### src/hw/rtl/drr_pkg.sv
// ----------------------------------------------------------------------------
// drr_pkg - shared types and constants of the disc region rasterizer
// Holds the box descriptor passed from front to back, the configuration
// bundle and the register index codes.
// ----------------------------------------------------------------------------
package drr_pkg;

  // configuration register indexes
  localparam logic [1:0] CFG_RADIUS    = 2'd0;
  localparam logic [1:0] CFG_CELL_SIZE = 2'd1;
  localparam logic [1:0] CFG_GRID_W    = 2'd2;
  localparam logic [1:0] CFG_GRID_H    = 2'd3;

  // numerators are 26-bit signed, six divisions per centre
  localparam int DIV_BITS = 26;
  localparam int NUM_DIV  = 6;

  // sqrt: 26 result bits, two per cycle
  localparam int SQRT_CYCLES = 13;

  typedef struct packed {
    logic [23:0] radius;
    logic [15:0] cell_size;   // zero already replaced by one
    logic [15:0] grid_w;
    logic [15:0] grid_h;
  } drr_cfg_t;

  typedef struct packed {
    logic               box_ok;
    logic [15:0]        ix0;
    logic [15:0]        ix1;
    logic [15:0]        iy0;
    logic [15:0]        iy1;
    logic [31:0]        px0;
    logic [31:0]        py0;
    logic signed [23:0] cx;
    logic signed [23:0] cy;
    logic               rep_ok;
    logic [15:0]        rep_x;
    logic [15:0]        rep_y;
  } drr_desc_t;

  // clamp a cell index to [0, g-1]
  function automatic logic [15:0] clamp_cell(input logic signed [27:0] q,
                                             input logic [15:0] g);
    logic [15:0] res;
    if (q < 0) begin
      res = 16'd0;
    end else if (q >= $signed({12'd0, g})) begin
      res = g - 16'd1;
    end else begin
      res = q[15:0];
    end
    return res;
  endfunction

endpackage

### src/hw/rtl/drr_queue.sv
// ----------------------------------------------------------------------------
// drr_queue - two-entry descriptor queue
// Decouples box setup from the cell scan.
// ----------------------------------------------------------------------------
module drr_queue (
  input  logic               clk,
  input  logic               rst_n,
  input  logic               push,
  input  drr_pkg::drr_desc_t push_data,
  output logic               full,
  input  logic               pop,
  output drr_pkg::drr_desc_t pop_data,
  output logic               not_empty
);

  drr_pkg::drr_desc_t mem_r [2];
  logic       wp_r, wp_nxt, rp_r, rp_nxt;
  logic [1:0] cnt_r, cnt_nxt;

  assign full      = (cnt_r == 2'd2);
  assign not_empty = (cnt_r != 2'd0);
  assign pop_data  = mem_r[rp_r];

  // advance pointers and count
  always_comb begin
    wp_nxt  = push ? !wp_r : wp_r;
    rp_nxt  = pop  ? !rp_r : rp_r;
    cnt_nxt = cnt_r + {1'b0, push} - {1'b0, pop};
  end

  always_ff @(posedge clk) begin
    if (!rst_n) begin
      wp_r  <= 1'b0;
      rp_r  <= 1'b0;
      cnt_r <= 2'd0;
    end else begin
      wp_r  <= wp_nxt;
      rp_r  <= rp_nxt;
      cnt_r <= cnt_nxt;
    end
    if (push) begin
      mem_r[wp_r] <= push_data;
    end
  end

endmodule

### config.mk
export PLATFORM = sky130hd
export DESIGN_NAME = drr_queue
export DESIGN_NICKNAME = d
export VERILOG_FILES = /design/src/hw/rtl/drr_pkg.sv /design/src/hw/rtl/drr_queue.sv
export SDC_FILE = /design/constraint.sdc
export NUM_CORES = 1
export LEC_CHECK = 0
export BUFFER_PORTS_ARGS = -buffer_cell sky130_fd_sc_hd__clkbuf_2
export CORE_ASPECT_RATIO = 0.8
export CORE_MARGIN = 2
export CORE_UTILIZATION = 48
export CTS_CLUSTER_DIAMETER = 200
export DETAILED_ROUTE_END_ITERATION = 8
export GPL_TIMING_DRIVEN = 0
export HOLD_SLACK_MARGIN = 0.05
export PLACE_DENSITY = 0.74
export RECOVER_POWER = 100
export SYNTH_ARGS = -nofsm -noshare
export SYNTH_HDL_FRONTEND = slang
export SYNTH_SLANG_ARGS = --single-unit
export TNS_END_PERCENT = 50
### constraint.sdc
create_clock -name clk -period 26.4 [get_ports clk]
set_input_delay 2.64 -clock clk [delete_from_list [all_inputs] [get_ports clk]]
set_output_delay 2.64 -clock clk [all_outputs]
set_load 0.02 [all_outputs]
* Yosys cells after proc, flatten, opt, wreduce, memory -nomap -nowiden
Memories as Yosys holds them, arrays and structs flattened. A register that Yosys moved wholly into a read port is not among the register bits.
Index checks and enable logic that the tools add are counted.
** Word-level totals
- Input port bits :: 214
- Memories :: 1
- Register bits :: 4
- Output and inout bits :: 212
- Bits in writable memories :: 420
** Memories
- mem_r :: depth 2, bits a word 210, read ports 1, clocked after Yosys merged registers in 1, wr ports 1, line drr_queue.sv:16 : drr_pkg::drr_desc_t mem_r [2];
** Cells by class
- Equal/unequal tests :: 1
- $add $sub $neg :: 2
- Muxes and demuxes :: 4
- Reduce and logical (&&, ||, !) cells :: 3
** Operator list (count)
- $mux W1 :: 4
- $add A2 B1 Y2 :: 1
- $eq A2 B2 Y1 const B :: 1
- $logic_not A1 Y1 :: 2
- $reduce_bool A2 Y1 :: 1
- $sub A2 B1 Y2 :: 1

* Depth between registers and ports, before layout
- Word-level depth :: 3
- Depth in mapped cells :: 6
- Mapped depth without buffers :: 6

* Worst setup path before layout
OpenSTA, ideal clock, no wires.
- Path kind :: input to register
- From :: input port push
- To :: register wp_r
- Buffers on the path :: 0
- Data arrival time :: 12448 ps
- Stages :: 2
- Slack :: 13850 ps
- Library setup time :: 101 ps
- Cells stage by stage :: nor2b_1 -> o21a_1
** RTL lines
- start, declared :: line drr_queue.sv:8 : input logic push,
- end signal, assigned :: line drr_queue.sv:37 : wp_r <= wp_nxt;
- end, declared :: line drr_queue.sv:17 : logic wp_r, wp_nxt, rp_r, rp_nxt;

* Worst setup path after layout
- From :: input port push
- To :: memory mem_r[1][114] (netlist name), enable pin
** Between the ends
- Word-level cells in the longest chain between the ends :: 2
** Ends and longest elaborated chain
- $mux W1 :: line drr_queue.sv:41 : if (push) begin
- $mux W1 (not written as such) :: line drr_queue.sv:42 : mem_r[wp_r] <= push_data;
- end, declared :: line drr_queue.sv:16
No other way between the ends.

==> results.sh <==
export IMPL_seq_area_um2=12710
export IMPL_fmax_mhz=106.4
export IMPL_ant_nets=0
export IMPL_endpoint_kind="flop"
export IMPL_insertion_delay_ns=0.52
export IMPL_leakage_nw=6.381
export IMPL_p_int_w=0.001179
export IMPL_critPathLaunchType="primary input"
export IMPL_area_delta_synth_final_pct=22.30
export IMPL_r2r_cells=3
export IMPL_hpwl_um=22610
export IMPL_r2r_slack_ns=18.94
export IMPL_numCtsBuffers=42
export IMPL_holdBufCountCts=0
export IMPL_cp_cell_sequence="clkbuf_1 > and2_0 > clkbuf_1 > clkbuf_1"
export IMPL_cp_arrival_ns=9.45
export IMPL_synth_top_cells_by_area="edfxtp_1 82%, mux2_2 15%, buf_6 1.6%"
export IMPL_vias=8007
export IMPL_postSynthCellCount=674
export IMPL_die_h_um=164.5
export IMPL_power_density_nw_per_um2=80.78
export IMPL_synth_top_area_frac=0.8159
export IMPL_setup_ws_ns=17.00
export IMPL_clock_sinks=425
export IMPL_postCtsSetupBuffers=0
export IMPL_die_x_um=204.6
export IMPL_ys_types=13
export IMPL_postCtsResizedCells=0
export IMPL_drt_iter0_markers=422
export IMPL_hold_depth=2
export IMPL_pwr_share_clk=0.370
export IMPL_rows=58
export IMPL_rsz0062_at_grt="no"
export IMPL_multiInputGateArea_um2=2485
export IMPL_finalHoldViolations=0
export IMPL_ys_ff_latch=425
export IMPL_wl_per_cell_um=20.38
export IMPL_synth_top_area_cell="edfxtp_1"
export IMPL_grt_overflow_total=0
export IMPL_maxCapViolations=10
export IMPL_cts_buffer_depth=3
export IMPL_grt_usage=0.1853
export IMPL_violations="max-capacitance violations, max-slew violations"
export IMPL_root_buffer="clkbuf_16"
export IMPL_worstPathMaxFanout=62
export IMPL_avgViaCountPerCell=5.014
export IMPL_yosysWarnings=0
export IMPL_r2r_end="mem_r[1][114]"
export IMPL_status="finished with violations"
export IMPL_cp_startpoint="push"
export IMPL_fill_cells=2477
export IMPL_clkTransAtPathRegs_ns=0.05
export IMPL_layout_commonest_cell="edfxtp_1"
export IMPL_holdWs_ns=0.5921
export IMPL_gp_routability_congestion=0.7537
export IMPL_firstDrtPassIters=5
export IMPL_core_area_um2=31570
export IMPL_ys_seq_area_frac=0.8224
export IMPL_skew_ns=0.006164
export IMPL_grt_pass1_wl_um=46500
export IMPL_ir_drop_v=0.00005334
export IMPL_dpl_worst_slack_ns=21.79
export IMPL_setup_tns_ns=0
export IMPL_cpMaxStageDelayCell="clkbuf_1"
export IMPL_drc=0
export IMPL_initial_utilization=0.4897
export IMPL_antennaDiodeCount=0
export IMPL_slew_headroom=-1.389
export IMPL_cp_required_ns=26.46
export IMPL_postLayoutCoreUtil=0.5989
export IMPL_grt_pass1_vias=8292
export IMPL_p_comb_frac=0.112
export IMPL_final_cell_mix="420 x edfxtp_1, 341 x clkbuf_1, 186 x mux2_2, 126 x clkbuf_2, 45 x clkbuf_16"
export IMPL_setup_viol=0
export IMPL_ios=426
export IMPL_finalCritPeriodShare=0.3560
export IMPL_cts_tree="yes"
export IMPL_syn_area_um2=15460
export IMPL_hp_class="reg2reg"
export IMPL_path_common_cell="clkbuf_1"
export IMPL_min_delay_start="rp_r"
export IMPL_antenna_found_initial=2
export IMPL_drive_gt1_frac=0.3093
export IMPL_port_buffer_count=425
export IMPL_finish_net_count=1369
export IMPL_grt_max_degree=64
export IMPL_fin_crit_ns=9.398
export IMPL_sw_frac_of_total=0.2282
export IMPL_fp_dieArea_um2=33660
export IMPL_p_sw_w=0.0003484
export IMPL_timing_rr_start="wp_r"
export IMPL_h_tree_depth=2
export IMPL_wl_um=32550
export IMPL_syn_avg_cell_area_um2=22.93
export IMPL_drv_slew=395
export IMPL_synth_nets=890
export IMPL_seqPwrFrac=0.518
export IMPL_worstSetupPathType="in2reg"
export IMPL_max_stage_delay_ns=2.54
export IMPL_worstMarginPinSlew_ns=3.584
==> registers in the layout (all words and copies together) (netlist names), named ones only <==
register / count
wp_r: 1
cnt_r: 2
mem_r: 420
rp_r: 1
==> synthesized netlist by cell type, drive strengths merged <==
library cell and instances:
edfxtp 420, mux2 210, buf 23, dfxtp 5, and2 4, nor2b 4, ha 2, inv 2
o21a 1, or2 1, xnor3 1, xor2 1
==> per-stage QoR <==
step	cell area (um2)	cells	power, W
detailed placement	18340	1529	0.0009972
finish	18900	1597	0.001527
CTS	19640	1597	0.001566
floorplan	15460	674	0.0009263
global placement	18110	1519	0.001002
global route	18900	1597	0.001584
==> logic make-up after synthesis <==
group                    count (synthesis)  synth area share
buffers and inverters                   25           0.01684
AO/OA/AOI/OAI                            1         0.0004859
AND/OR/NAND/NOR                          9          0.003642
flip-flops                             425            0.8224
XOR/XNOR                                 2          0.002024
adder cells (fa/ha/maj)                  2          0.001619
multiplexers                           210            0.1530
==> final cells by class <==
type | count | share of cell area
Sequential cell | 425 | 0.6724
Clock buffer | 55 | 0.06155
Inverter | 2 | 0.0003971
Tap cell | 420 | 0.02780
Clock inverter | 13 | 0.007082
Buffer | 23 | 0.004567
Multi-Input combinational cell | 224 | 0.1314
Timing Repair Buffer | 435 | 0.09471
==> power by group through the flow <==
stage                     combinational [W]  sequential (W)  clock, W
final                              0.000171        0.000790  0.000565
after global routing               0.000184        0.000793  0.000607
after CTS                          0.000196        0.000789  0.000581
after detailed placement           0.000195        0.000803         0
after global placement             0.000187        0.000816         0
after floorplan                    0.000117        0.000810         0
==> critical path, delay by kind of cell <==
kind                   cells  cell delay (ns)
AND/OR/NAND/NOR            1             2.38
buffers and inverters      3             4.35
==> layer usage <==
| layer | global-route usage | routed length [um] |
|---|---|---|
| met1 | 0.2162 | 12040 |
| met2 | 0.3145 | 16050 |
| met3 | 0.07103 | 3514 |
| met5 | 0 | 28 |
| met4 | 0.06489 | 916 |
==> how the worst max path moves through the flow <==
stage / to / slack (ns) / cells past startpoint
after floorplan: wp_r / 13.85 / 2
after global placement: wp_r / 8.24 / 3
after detailed placement: mem_r[0][138] / 21.79 / 5
after CTS: pop_data[195] / 21.80 / 4
after global routing: mem_r[1][114] / 16.20 / 4
final: mem_r[1][114] / 17.00 / 4
(Power assumes the default switching activity.)
