`config.mk`:
```
export PLATFORM = sky130hd
export DESIGN_NAME = drr_front
export DESIGN_NICKNAME = d
export VERILOG_FILES = /design/src/hw/rtl/drr_pkg.sv /design/src/hw/rtl/drr_front.sv
export SDC_FILE = /design/constraint.sdc
export NUM_CORES = 2
export LEC_CHECK = 0
export BUFFER_PORTS_ARGS = -buffer_cell sky130_fd_sc_hd__buf_2
export CAP_MARGIN = 25
export CORE_UTILIZATION = 55
export DETAILED_ROUTE_END_ITERATION = 10
export PLACE_DENSITY_LB_ADDON = 0.08
export REMOVE_ABC_BUFFERS = 1
export SLEW_MARGIN = 20
export SYNTH_ARGS = -nofsm -noshare
export SYNTH_HDL_FRONTEND = slang
export SYNTH_SLANG_ARGS = --single-unit
```
`constraint.sdc`:
```
create_clock -name clk -period 12.36 [get_ports clk]
set_input_delay 3.708 -clock clk [delete_from_list [all_inputs] [get_ports clk]]
set_output_delay 3.708 -clock clk [all_outputs]
set_load 0.02 [all_outputs]
```
`src/hw/rtl/drr_pkg.sv`:
```
// ----------------------------------------------------------------------------
// drr_pkg - shared types and constants of the disc region rasterizer
// Holds the box descriptor passed from front to back, the configuration
// bundle and the register index codes.
// ----------------------------------------------------------------------------
package drr_pkg;

  // configuration register indexes
  localparam logic [1:0] CFG_RADIUS    = 2'd0;
  localparam logic [1:0] CFG_CELL_SIZE = 2'd1;
  localparam logic [1:0] CFG_GRID_W    = 2'd2;
  localparam logic [1:0] CFG_GRID_H    = 2'd3;

  // numerators are 26-bit signed, six divisions per centre
  localparam int DIV_BITS = 26;
  localparam int NUM_DIV  = 6;

  // sqrt: 26 result bits, two per cycle
  localparam int SQRT_CYCLES = 13;

  typedef struct packed {
    logic [23:0] radius;
    logic [15:0] cell_size;   // zero already replaced by one
    logic [15:0] grid_w;
    logic [15:0] grid_h;
  } drr_cfg_t;

  typedef struct packed {
    logic               box_ok;
    logic [15:0]        ix0;
    logic [15:0]        ix1;
    logic [15:0]        iy0;
    logic [15:0]        iy1;
    logic [31:0]        px0;
    logic [31:0]        py0;
    logic signed [23:0] cx;
    logic signed [23:0] cy;
    logic               rep_ok;
    logic [15:0]        rep_x;
    logic [15:0]        rep_y;
  } drr_desc_t;

  // clamp a cell index to [0, g-1]
  function automatic logic [15:0] clamp_cell(input logic signed [27:0] q,
                                             input logic [15:0] g);
    logic [15:0] res;
    if (q < 0) begin
      res = 16'd0;
    end else if (q >= $signed({12'd0, g})) begin
      res = g - 16'd1;
    end else begin
      res = q[15:0];
    end
    return res;
  endfunction

endpackage

```
`src/hw/rtl/drr_front.sv`:
```
// ----------------------------------------------------------------------------
// drr_front - centre intake and bounding box setup
// Runs six round-half-even divisions on a shared restoring divider, clamps
// and cuts the box, and pushes one descriptor per centre to the queue.
// ----------------------------------------------------------------------------
module drr_front #(
  parameter int BOX_SPAN = 7
) (
  input  logic                clk,
  input  logic                rst_n,
  input  drr_pkg::drr_cfg_t   cfg,
  input  logic                in_valid,
  output logic                in_ready,
  input  logic signed [23:0]  in_center_x,
  input  logic signed [23:0]  in_center_y,
  output logic                q_push,
  output drr_pkg::drr_desc_t  q_data,
  input  logic                q_full
);

  typedef enum logic [6:0] {
    F_IDLE = 7'b0000001,
    F_LOAD = 7'b0000010,
    F_DIV  = 7'b0000100,
    F_RND  = 7'b0001000,
    F_CLMP = 7'b0010000,
    F_CUT  = 7'b0100000,
    F_PUSH = 7'b1000000
  } front_state_t;

  localparam logic [16:0] SPAN_M1 = 17'(BOX_SPAN - 1);

  front_state_t state_r, state_nxt;
  logic signed [23:0] cx_r, cx_nxt, cy_r, cy_nxt;
  logic [2:0]  k_r, k_nxt;
  logic [4:0]  cnt_r, cnt_nxt;
  logic        neg_r, neg_nxt;
  logic [15:0] rem_r, rem_nxt;
  logic [25:0] quo_r, quo_nxt;
  logic signed [27:0] q_r [drr_pkg::NUM_DIV];
  logic signed [27:0] q_fin;
  logic [15:0] x0_r, x0_nxt, x1_r, x1_nxt, y0_r, y0_nxt, y1_r, y1_nxt;
  drr_pkg::drr_desc_t desc_r, desc_nxt;

  logic signed [25:0] num;
  logic [16:0] rem_sh;
  logic signed [27:0] q_base;
  logic [15:0] rem_adj;
  logic [16:0] rem2;
  logic        round_up;
  logic [16:0] xlim, ylim;

  assign in_ready = (state_r == F_IDLE);
  assign q_push   = (state_r == F_PUSH) && !q_full;
  assign q_data   = desc_r;

  // pick the numerator of division k
  always_comb begin
    case (k_r)
      3'd0:    num = 26'(cx_r) - $signed({2'b0, cfg.radius});
      3'd1:    num = 26'(cx_r) + $signed({2'b0, cfg.radius});
      3'd2:    num = 26'(cy_r) - $signed({2'b0, cfg.radius});
      3'd3:    num = 26'(cy_r) + $signed({2'b0, cfg.radius});
      3'd4:    num = 26'(cx_r);
      default: num = 26'(cy_r);
    endcase
  end

  // restoring divide step and round-half-even fixup
  always_comb begin
    rem_sh   = {rem_r, quo_r[25]};
    if (neg_r && rem_r != 16'd0) begin
      q_base  = -$signed({2'b0, quo_r}) - 28'sd1;
      rem_adj = cfg.cell_size - rem_r;
    end else if (neg_r) begin
      q_base  = -$signed({2'b0, quo_r});
      rem_adj = rem_r;
    end else begin
      q_base  = $signed({2'b0, quo_r});
      rem_adj = rem_r;
    end
    rem2     = {rem_adj, 1'b0};
    round_up = (rem2 > {1'b0, cfg.cell_size}) ||
               ((rem2 == {1'b0, cfg.cell_size}) && q_base[0]);
    q_fin    = q_base + $signed({27'd0, round_up});
    xlim     = {1'b0, x0_r} + SPAN_M1;
    ylim     = {1'b0, y0_r} + SPAN_M1;
  end

  always_comb begin
    state_nxt = state_r;
    cx_nxt    = cx_r;
    cy_nxt    = cy_r;
    k_nxt     = k_r;
    cnt_nxt   = cnt_r;
    neg_nxt   = neg_r;
    rem_nxt   = rem_r;
    quo_nxt   = quo_r;
    x0_nxt    = x0_r;
    x1_nxt    = x1_r;
    y0_nxt    = y0_r;
    y1_nxt    = y1_r;
    desc_nxt  = desc_r;
    case (state_r)
      F_IDLE: begin
        if (in_valid) begin
          cx_nxt    = in_center_x;
          cy_nxt    = in_center_y;
          k_nxt     = 3'd0;
          state_nxt = F_LOAD;
        end
      end
      F_LOAD: begin
        neg_nxt   = num[25];
        quo_nxt   = num[25] ? 26'(-num) : 26'(num);
        rem_nxt   = 16'd0;
        cnt_nxt   = 5'd0;
        state_nxt = F_DIV;
      end
      F_DIV: begin
        if (rem_sh >= {1'b0, cfg.cell_size}) begin
          rem_nxt = 16'(rem_sh - {1'b0, cfg.cell_size});
          quo_nxt = {quo_r[24:0], 1'b1};
        end else begin
          rem_nxt = rem_sh[15:0];
          quo_nxt = {quo_r[24:0], 1'b0};
        end
        cnt_nxt = cnt_r + 5'd1;
        if (cnt_r == 5'(drr_pkg::DIV_BITS - 1)) begin
          state_nxt = F_RND;
        end
      end
      F_RND: begin
        if (k_r == 3'(drr_pkg::NUM_DIV - 1)) begin
          state_nxt = F_CLMP;
        end else begin
          k_nxt     = k_r + 3'd1;
          state_nxt = F_LOAD;
        end
      end
      F_CLMP: begin
        x0_nxt          = drr_pkg::clamp_cell(q_r[0], cfg.grid_w);
        x1_nxt          = drr_pkg::clamp_cell(q_r[1], cfg.grid_w);
        y0_nxt          = drr_pkg::clamp_cell(q_r[2], cfg.grid_h);
        y1_nxt          = drr_pkg::clamp_cell(q_r[3], cfg.grid_h);
        desc_nxt.box_ok = (cfg.grid_w != 16'd0) && (cfg.grid_h != 16'd0);
        desc_nxt.rep_ok = (q_r[4] >= 0) && (q_r[4] < $signed({12'd0, cfg.grid_w})) &&
                          (q_r[5] >= 0) && (q_r[5] < $signed({12'd0, cfg.grid_h}));
        desc_nxt.rep_x  = q_r[4][15:0];
        desc_nxt.rep_y  = q_r[5][15:0];
        desc_nxt.cx     = cx_r;
        desc_nxt.cy     = cy_r;
        state_nxt       = F_CUT;
      end
      F_CUT: begin
        desc_nxt.ix0 = x0_r;
        desc_nxt.iy0 = y0_r;
        desc_nxt.ix1 = ({1'b0, x1_r} > xlim) ? xlim[15:0] : x1_r;
        desc_nxt.iy1 = ({1'b0, y1_r} > ylim) ? ylim[15:0] : y1_r;
        desc_nxt.px0 = x0_r * cfg.cell_size;
        desc_nxt.py0 = y0_r * cfg.cell_size;
        state_nxt    = F_PUSH;
      end
      F_PUSH: begin
        if (!q_full) begin
          state_nxt = F_IDLE;
        end
      end
      default: state_nxt = F_IDLE;
    endcase
  end

  always_ff @(posedge clk) begin
    if (!rst_n) begin
      state_r <= F_IDLE;
    end else begin
      state_r <= state_nxt;
    end
    cx_r   <= cx_nxt;
    cy_r   <= cy_nxt;
    k_r    <= k_nxt;
    cnt_r  <= cnt_nxt;
    neg_r  <= neg_nxt;
    rem_r  <= rem_nxt;
    quo_r  <= quo_nxt;
    x0_r   <= x0_nxt;
    x1_r   <= x1_nxt;
    y0_r   <= y0_nxt;
    y1_r   <= y1_nxt;
    desc_r <= desc_nxt;
    // store the rounded quotient of division k
    if (state_r == F_RND) begin
      q_r[k_r] <= q_fin;
    end
  end

endmodule

```
# After elaboration in Yosys (flattened, before gate mapping)
# Memories as Yosys holds them, arrays and structs flattened.
# Cells that the tools add are included.
# W data, S select, Z words.
[totals]
regBits = 380
n_memories = 1
ramBits = 168
out_inout_bits = 212
[memory_table]
columns = ["memory", "words", "width", "rd", "rd_ports_with_merged_regs", "write_ports", "line_no", "text"]
rows = [
  ["q_r", 6, 28, 6, 0, 1, "drr_front.sv:40", "logic signed [27:0] q_r [drr_pkg::NUM_DIV];"],
]
[op_classes]
n_mul = 2
n_eq_ne = 18
n_mux = 26
reduce_logical = 18
n_lt_le_gt_ge = 16
n_addsub = 16
[ops]
columns = ["op", "count"]
rows = [
  ["$pmux W26 S5", 1],
  ["$mux W16", 8],
  ["$ge A28 B17 Y1", 4],
  ["$lt A28 B1 Y1 const B", 4],
  ["$mul A16 B16 Y32", 2],
  ["$ge A28 B1 Y1 const B", 2],
  ["$lt A28 B17 Y1", 2],
  ["$mux W28", 2],
  ["$add A24 B25 Y26", 2],
  ["$pmux W26 S2", 1],
  ["$sub A24 B25 Y26", 2],
  ["$pmux W7 S7", 1],
  ["$reduce_bool A16 Y1", 3],
  ["$add A16 B3 Y17 const B", 2],
  ["$gt A16 B17 Y1", 2],
  ["$pmux W16 S2", 1],
  ["$sub A16 B1 Y16 const B", 2],
  ["$sub A16 B16 Y16", 2],
  ["$add A28 B2 Y28", 1],
  ["$neg A26 Y28", 1],
  ["$sub A28 B2 Y28 const B", 1],
  ["$mux W26", 1],
  ["$neg A26 Y26", 1],
  ["$mux W7", 3],
  ["other kinds (29)", 45],
]

# Logic depth before layout (Yosys ltp)
[logic_depth]
depth_word = 7
ltp_mapped = 34
mapped_depth_nobuf = 33

# Worst setup path after synthesis
# No wires, ideal clock.
[synth_path]
kind = "flip-flop to flip-flop"
from = "register state_r[0]"
to = "register state_r[6]"
required_ps = 12259
path_slack_ps = 1468
arrival_time_ps = 10791
path_stages_with_launch = 5
cell_sequence = "dfxtp_1 nor3_1 nand2_1 nor3b_1 o21a_1"
[synth_via]
elab_chain_cells = 3
elab_cells_between_ends = 12
cone_classes = "10 x eq/ne; 1 x mux; 1 x reduce/logical"
[synth_lines]
columns = ["item", "line_no", "text"]
rows = [
  ["start: declaration", "drr_front.sv:33", "front_state_t state_r, state_nxt;"],
  ["start signal: assignment", "drr_front.sv:177", "state_r <= state_nxt;"],
  ["$eq A7 B3 Y1 (tied with other cells)", "drr_front.sv:104", "case (state_r)"],
  ["$ne A2 B2 Y1 (no line)", "-", ""],
  ["$reduce_and A3 Y1 (no line)", "-", ""],
]
# Several ways; a longest one is shown, not always the timed one.
# A chain may end at the register's enable or synchronous reset.

# Worst setup path in the final report
[layout_path]
from = "input port cfg[47] in the netlist's numbering"
to = "register desc_r (netlist bit q_data[143]), data pin"
[layout_via]
elab_chain_cells = 1
[layout_lines]
columns = ["item", "line_no", "text"]
rows = [
  ["start: declaration", "drr_front.sv:11", "input drr_pkg::drr_cfg_t cfg,"],
  ["$mul A16 B16 Y32", "drr_front.sv:160", "desc_nxt.px0 = x0_r * cfg.cell_size;"],
  ["end signal: assignment", "drr_front.sv:190", "desc_r <= desc_nxt;"],
  ["end: declaration", "drr_front.sv:43", "drr_pkg::drr_desc_t desc_r, desc_nxt;"],
]
# No other way between the ends.

==> results.py <==
metrics = {
    "logic_synthesis": {
        "synth_edf_count": 541,
        "ys_seq_area_frac": 0.340,
        "avgSynthCellArea_um2": 10.2,
        "synth_area_um2": 48200,
        "yosys-top-cells-count": "inv_1, edfxtp_1, ha_1",
        "synth_cells": 4739,
        "synth.most_common_cell": "inv_1",
        "synth_top_cell_by_area": "edfxtp_1",
        "synth_area_leaders": "edfxtp_1, fa_1, ha_1",
        "asyncSetResetFlopFracSynth": 0,
        "synth_cell_types": 94,
        "synth_top_area_frac": 0.337,
        "ys_seq_elements": 548,
        "yosys_warnings": 0,
        "synthFlopType": "edfxtp_1",
    },
    "floorplanning": {
        "die_y_um": 298,
        "fp.dieW_um": 298,
        "die-area_um2": 88800,
        "fp-row-count": 108,
        "initial_utilization": 0.555,
        "core_area_um2": 86800,
        "pin_count": 336,
    },
    "worst_setup_path": {
        "cp_max_fo": 30,
        "crit_path_end_kind": "register",
        "cp.arrival_ns": 10.55,
        "r2r_end": "q_data[143]",
        "worstPathCellList": "buf_2 -> inv_1 -> nor2_1 -> fa_1 -> fa_1 -> fa_1 -> fa_1 -> fa_1 -> inv_1 -> fa_1 -> inv_1 -> ha_1 -> a21oi_1 -> nor2b_1 -> nor2_1 -> or4b_2 -> a31oi_1 -> o22ai_1 -> o21ai_0 -> o21ai_0 -> xor2_1",
        "critical-path-top-delay-family": "adder cells",
        "r2r-start": "x0_r[2]",
        "start_kind": "input port",
        "reg2reg_slack_ns": 4.63,
        "slowest_delay_ns": 0.61,
        "critPathBufInv": 4,
        "path_common_cell": "fa_1",
        "reg2regPathDepth": 20,
        "slowest_stage": "or4b_2",
        "crit_type": "input port to register",
        "worstPathRequired_ns": 12.77,
    },
    "min_path": {
        "hp-class": "register to register",
        "min_from": "q_r[4][7]",
        "holdPathEnd": "q_data[23]",
        "hold_depth": 0,
    },
    "timing": {
        "hold_viol": 0,
        "fin_crit_sh": 0.820,
        "finalMaxSlewViolations": 0,
        "fmax_mhz": 98.7,
        "rsz0062_at_grt": "no",
        "finalSetupViolCount": 0,
        "holdWs_ns": 0.467,
        "slew_headroom": 0.249,
        "fin_crit_ns": 10.13,
        "tns_ns": 0,
        "worstMarginPinSlew_ns": 1.13,
        "clock_skew_ns": 0.0354,
    },
    "pwr": {
        "p_leak_nw": 23.0,
        "power_switching_mw": 4.17,
        "pwr-share-clk": 0.179,
        "pwr-share-comb": 0.551,
        "power_frac_seq": 0.270,
        "intPower_mw": 5.73,
        "ir_drop_v": 0.000232,
        "p_sw_frac": 0.421,
        "cellPowerDensity_nw_per_um2": 187,
    },
    "placement": {
        "gp_congestion": 0.958,
        "dp_hpwl_mm": 99.2,
        "io_buffers": 335,
    },
    "clock_network": {
        "path_clk_slew_ns": 0.07,
        "insertion_delay_ns": 0.69,
        "cts-root-buf": "clkbuf_16",
        "cts_tree": "yes",
        "post_cts_buffers": 0,
        "cts_buffers": 57,
        "cts_max_level": 2,
        "hold_buffers": 0,
        "clockBufferDepth": 3,
        "cts-resized-gates": 0,
        "clock_sinks": 548,
    },
    "grt": {
        "use_met1": 0.406,
        "antenna_found_initial": 2,
        "top_usage_layer": "met2",
        "grt_max_degree": 82,
        "grtUsageMet2": 0.488,
        "track_usage": 0.295,
        "grt_pass1_vias": 35800,
        "use_met3": 0.0391,
        "grt_pass1_wl_mm": 204,
        "grt-ovfl-total": 0,
    },
    "routing": {
        "routed_wl_mm": 130,
        "wire_per_inst_um": 21.0,
        "ant_nets": 0,
        "vias_per_cell": 5.76,
        "dr_total_vias": 35700,
        "drc": 0,
        "drtPass1Iterations": 5,
        "drtIter0Drc": 2754,
    },
    "job": {
        "drv_cap": 0,
    },
    "final_layout": {
        "drive_gt1_frac": 0.105,
        "diodes": 0,
        "area_growth_pct": 9.98,
        "fin_nets": 5961,
    },
    "outcome": {
        "outcome": "complete, no violations",
    },
}
final cells by class:
cell class,instances,area [um2]
fillers,7469,33800
multi-input cells,3379,28800
flip-flops and latches,548,16400
inverters,618,2320
repair buffers,391,2130
clock buffers,72,1480
well taps,1155,1450
clock inverters,34,435
through the flow:
step | total power [mW] | utilization | instances | cell area (um2) | setup slack [ns]
after floorplan | 6.72 | - | 4545 | 47400 | 1.47
after global placement | 8.04 | 0.588 | 6087 | 51000 | 1.64
after detailed placement | 8.11 | 0.588 | 6089 | 51000 | 1.52
after CTS | 9.93 | 0.610 | 6195 | 52900 | 2.27
after global routing | 10.7 | 0.611 | 6197 | 53000 | 1.84
final | 9.90 | 0.611 | 6197 | 53000 | 2.23
kinds of logic (layout without fill, tap and decap cells):
kind of cell | Yosys count | in the layout | share of synthesized area
and+or+nand+nor | 1454 | 1454 | 0.149
adders and majority gates | 842 | 842 | 0.280
buffers and inverters | 812 | 1115 | 0.0636
AOI/OAI and AO/OA | 686 | 686 | 0.0924
DFF | 548 | 548 | 0.340
xor gates and xnor gates | 287 | 287 | 0.0522
muxes | 110 | 110 | 0.0230
state kept, by name, indices dropped and copies added, names as in the netlist:
register  flops
rem_r        16
q_r         168
quo_r        26
neg_r         1
x1_r         16
q_data      210
state_r       7
cy_r         24
x0_r         16
k_r           3
y1_r         16
cx_r         24
y0_r         16
cnt_r         5
cell usage in the layout (no fill, tap or decap), types with 57 or more instances in the layout:
cell and count:
inv_1 614, nand2_1 429, xor2_1 112, mux2i_1 103, nand3_1 79, buf_2 335, fa_1 392, nor2_1 343
xnor2_1 175, o21ai_0 130, nor3_1 72, and2_1 210, edfxtp_1 541, ha_1 450, clkbuf_16 57, a21o_1 74
a21oi_1 172
worst reg2reg max path, stage by stage (launching register included):
cell,delay (ns)
edfxtp_1,0.82
clkinv_1,0.64
nor2_1,0.45
fa_1,0.50
fa_1,0.52
fa_1,0.52
fa_1,0.47
fa_1,0.52
inv_1,0.06
fa_1,0.53
inv_1,0.04
ha_1,0.35
a21oi_1,0.17
nor2b_1,0.07
nor2_1,0.11
or4b_2,0.61
a31oi_1,0.28
o22ai_1,0.20
o21ai_0,0.31
o21ai_0,0.16
xor2_1,0.15
power groups by stage:
stage | Combinational [mW] | Clock, mW | Sequential (mW)
2_1_floorplan | 4.09 | 0 | 2.63
3_3_place_gp | 5.33 | 0 | 2.71
3_5_place_dp | 5.41 | 0 | 2.71
4_1_cts | 5.45 | 1.81 | 2.67
5_1_grt | 6.12 | 1.87 | 2.69
6_report | 5.45 | 1.77 | 2.67
routing by layer:
metal	routed length (um)	vias up
li1	-	16700
met5	11	-
met1	56600	17600
met4	3430	2
met3	7990	199
met2	62300	1207
how the worst max path moves through the flow:
stage                     from          end  cells after the start
global route           cfg[47]  q_data[143]                     21
finish                 cfg[47]  q_data[143]                     21
detailed placement     cfg[47]  q_data[143]                     21
floorplan           state_r[0]   state_r[6]                      4
global placement       cfg[38]  q_data[143]                     22
CTS                    cfg[38]  q_data[143]                     23
Power figures use the tool's default switching activity.
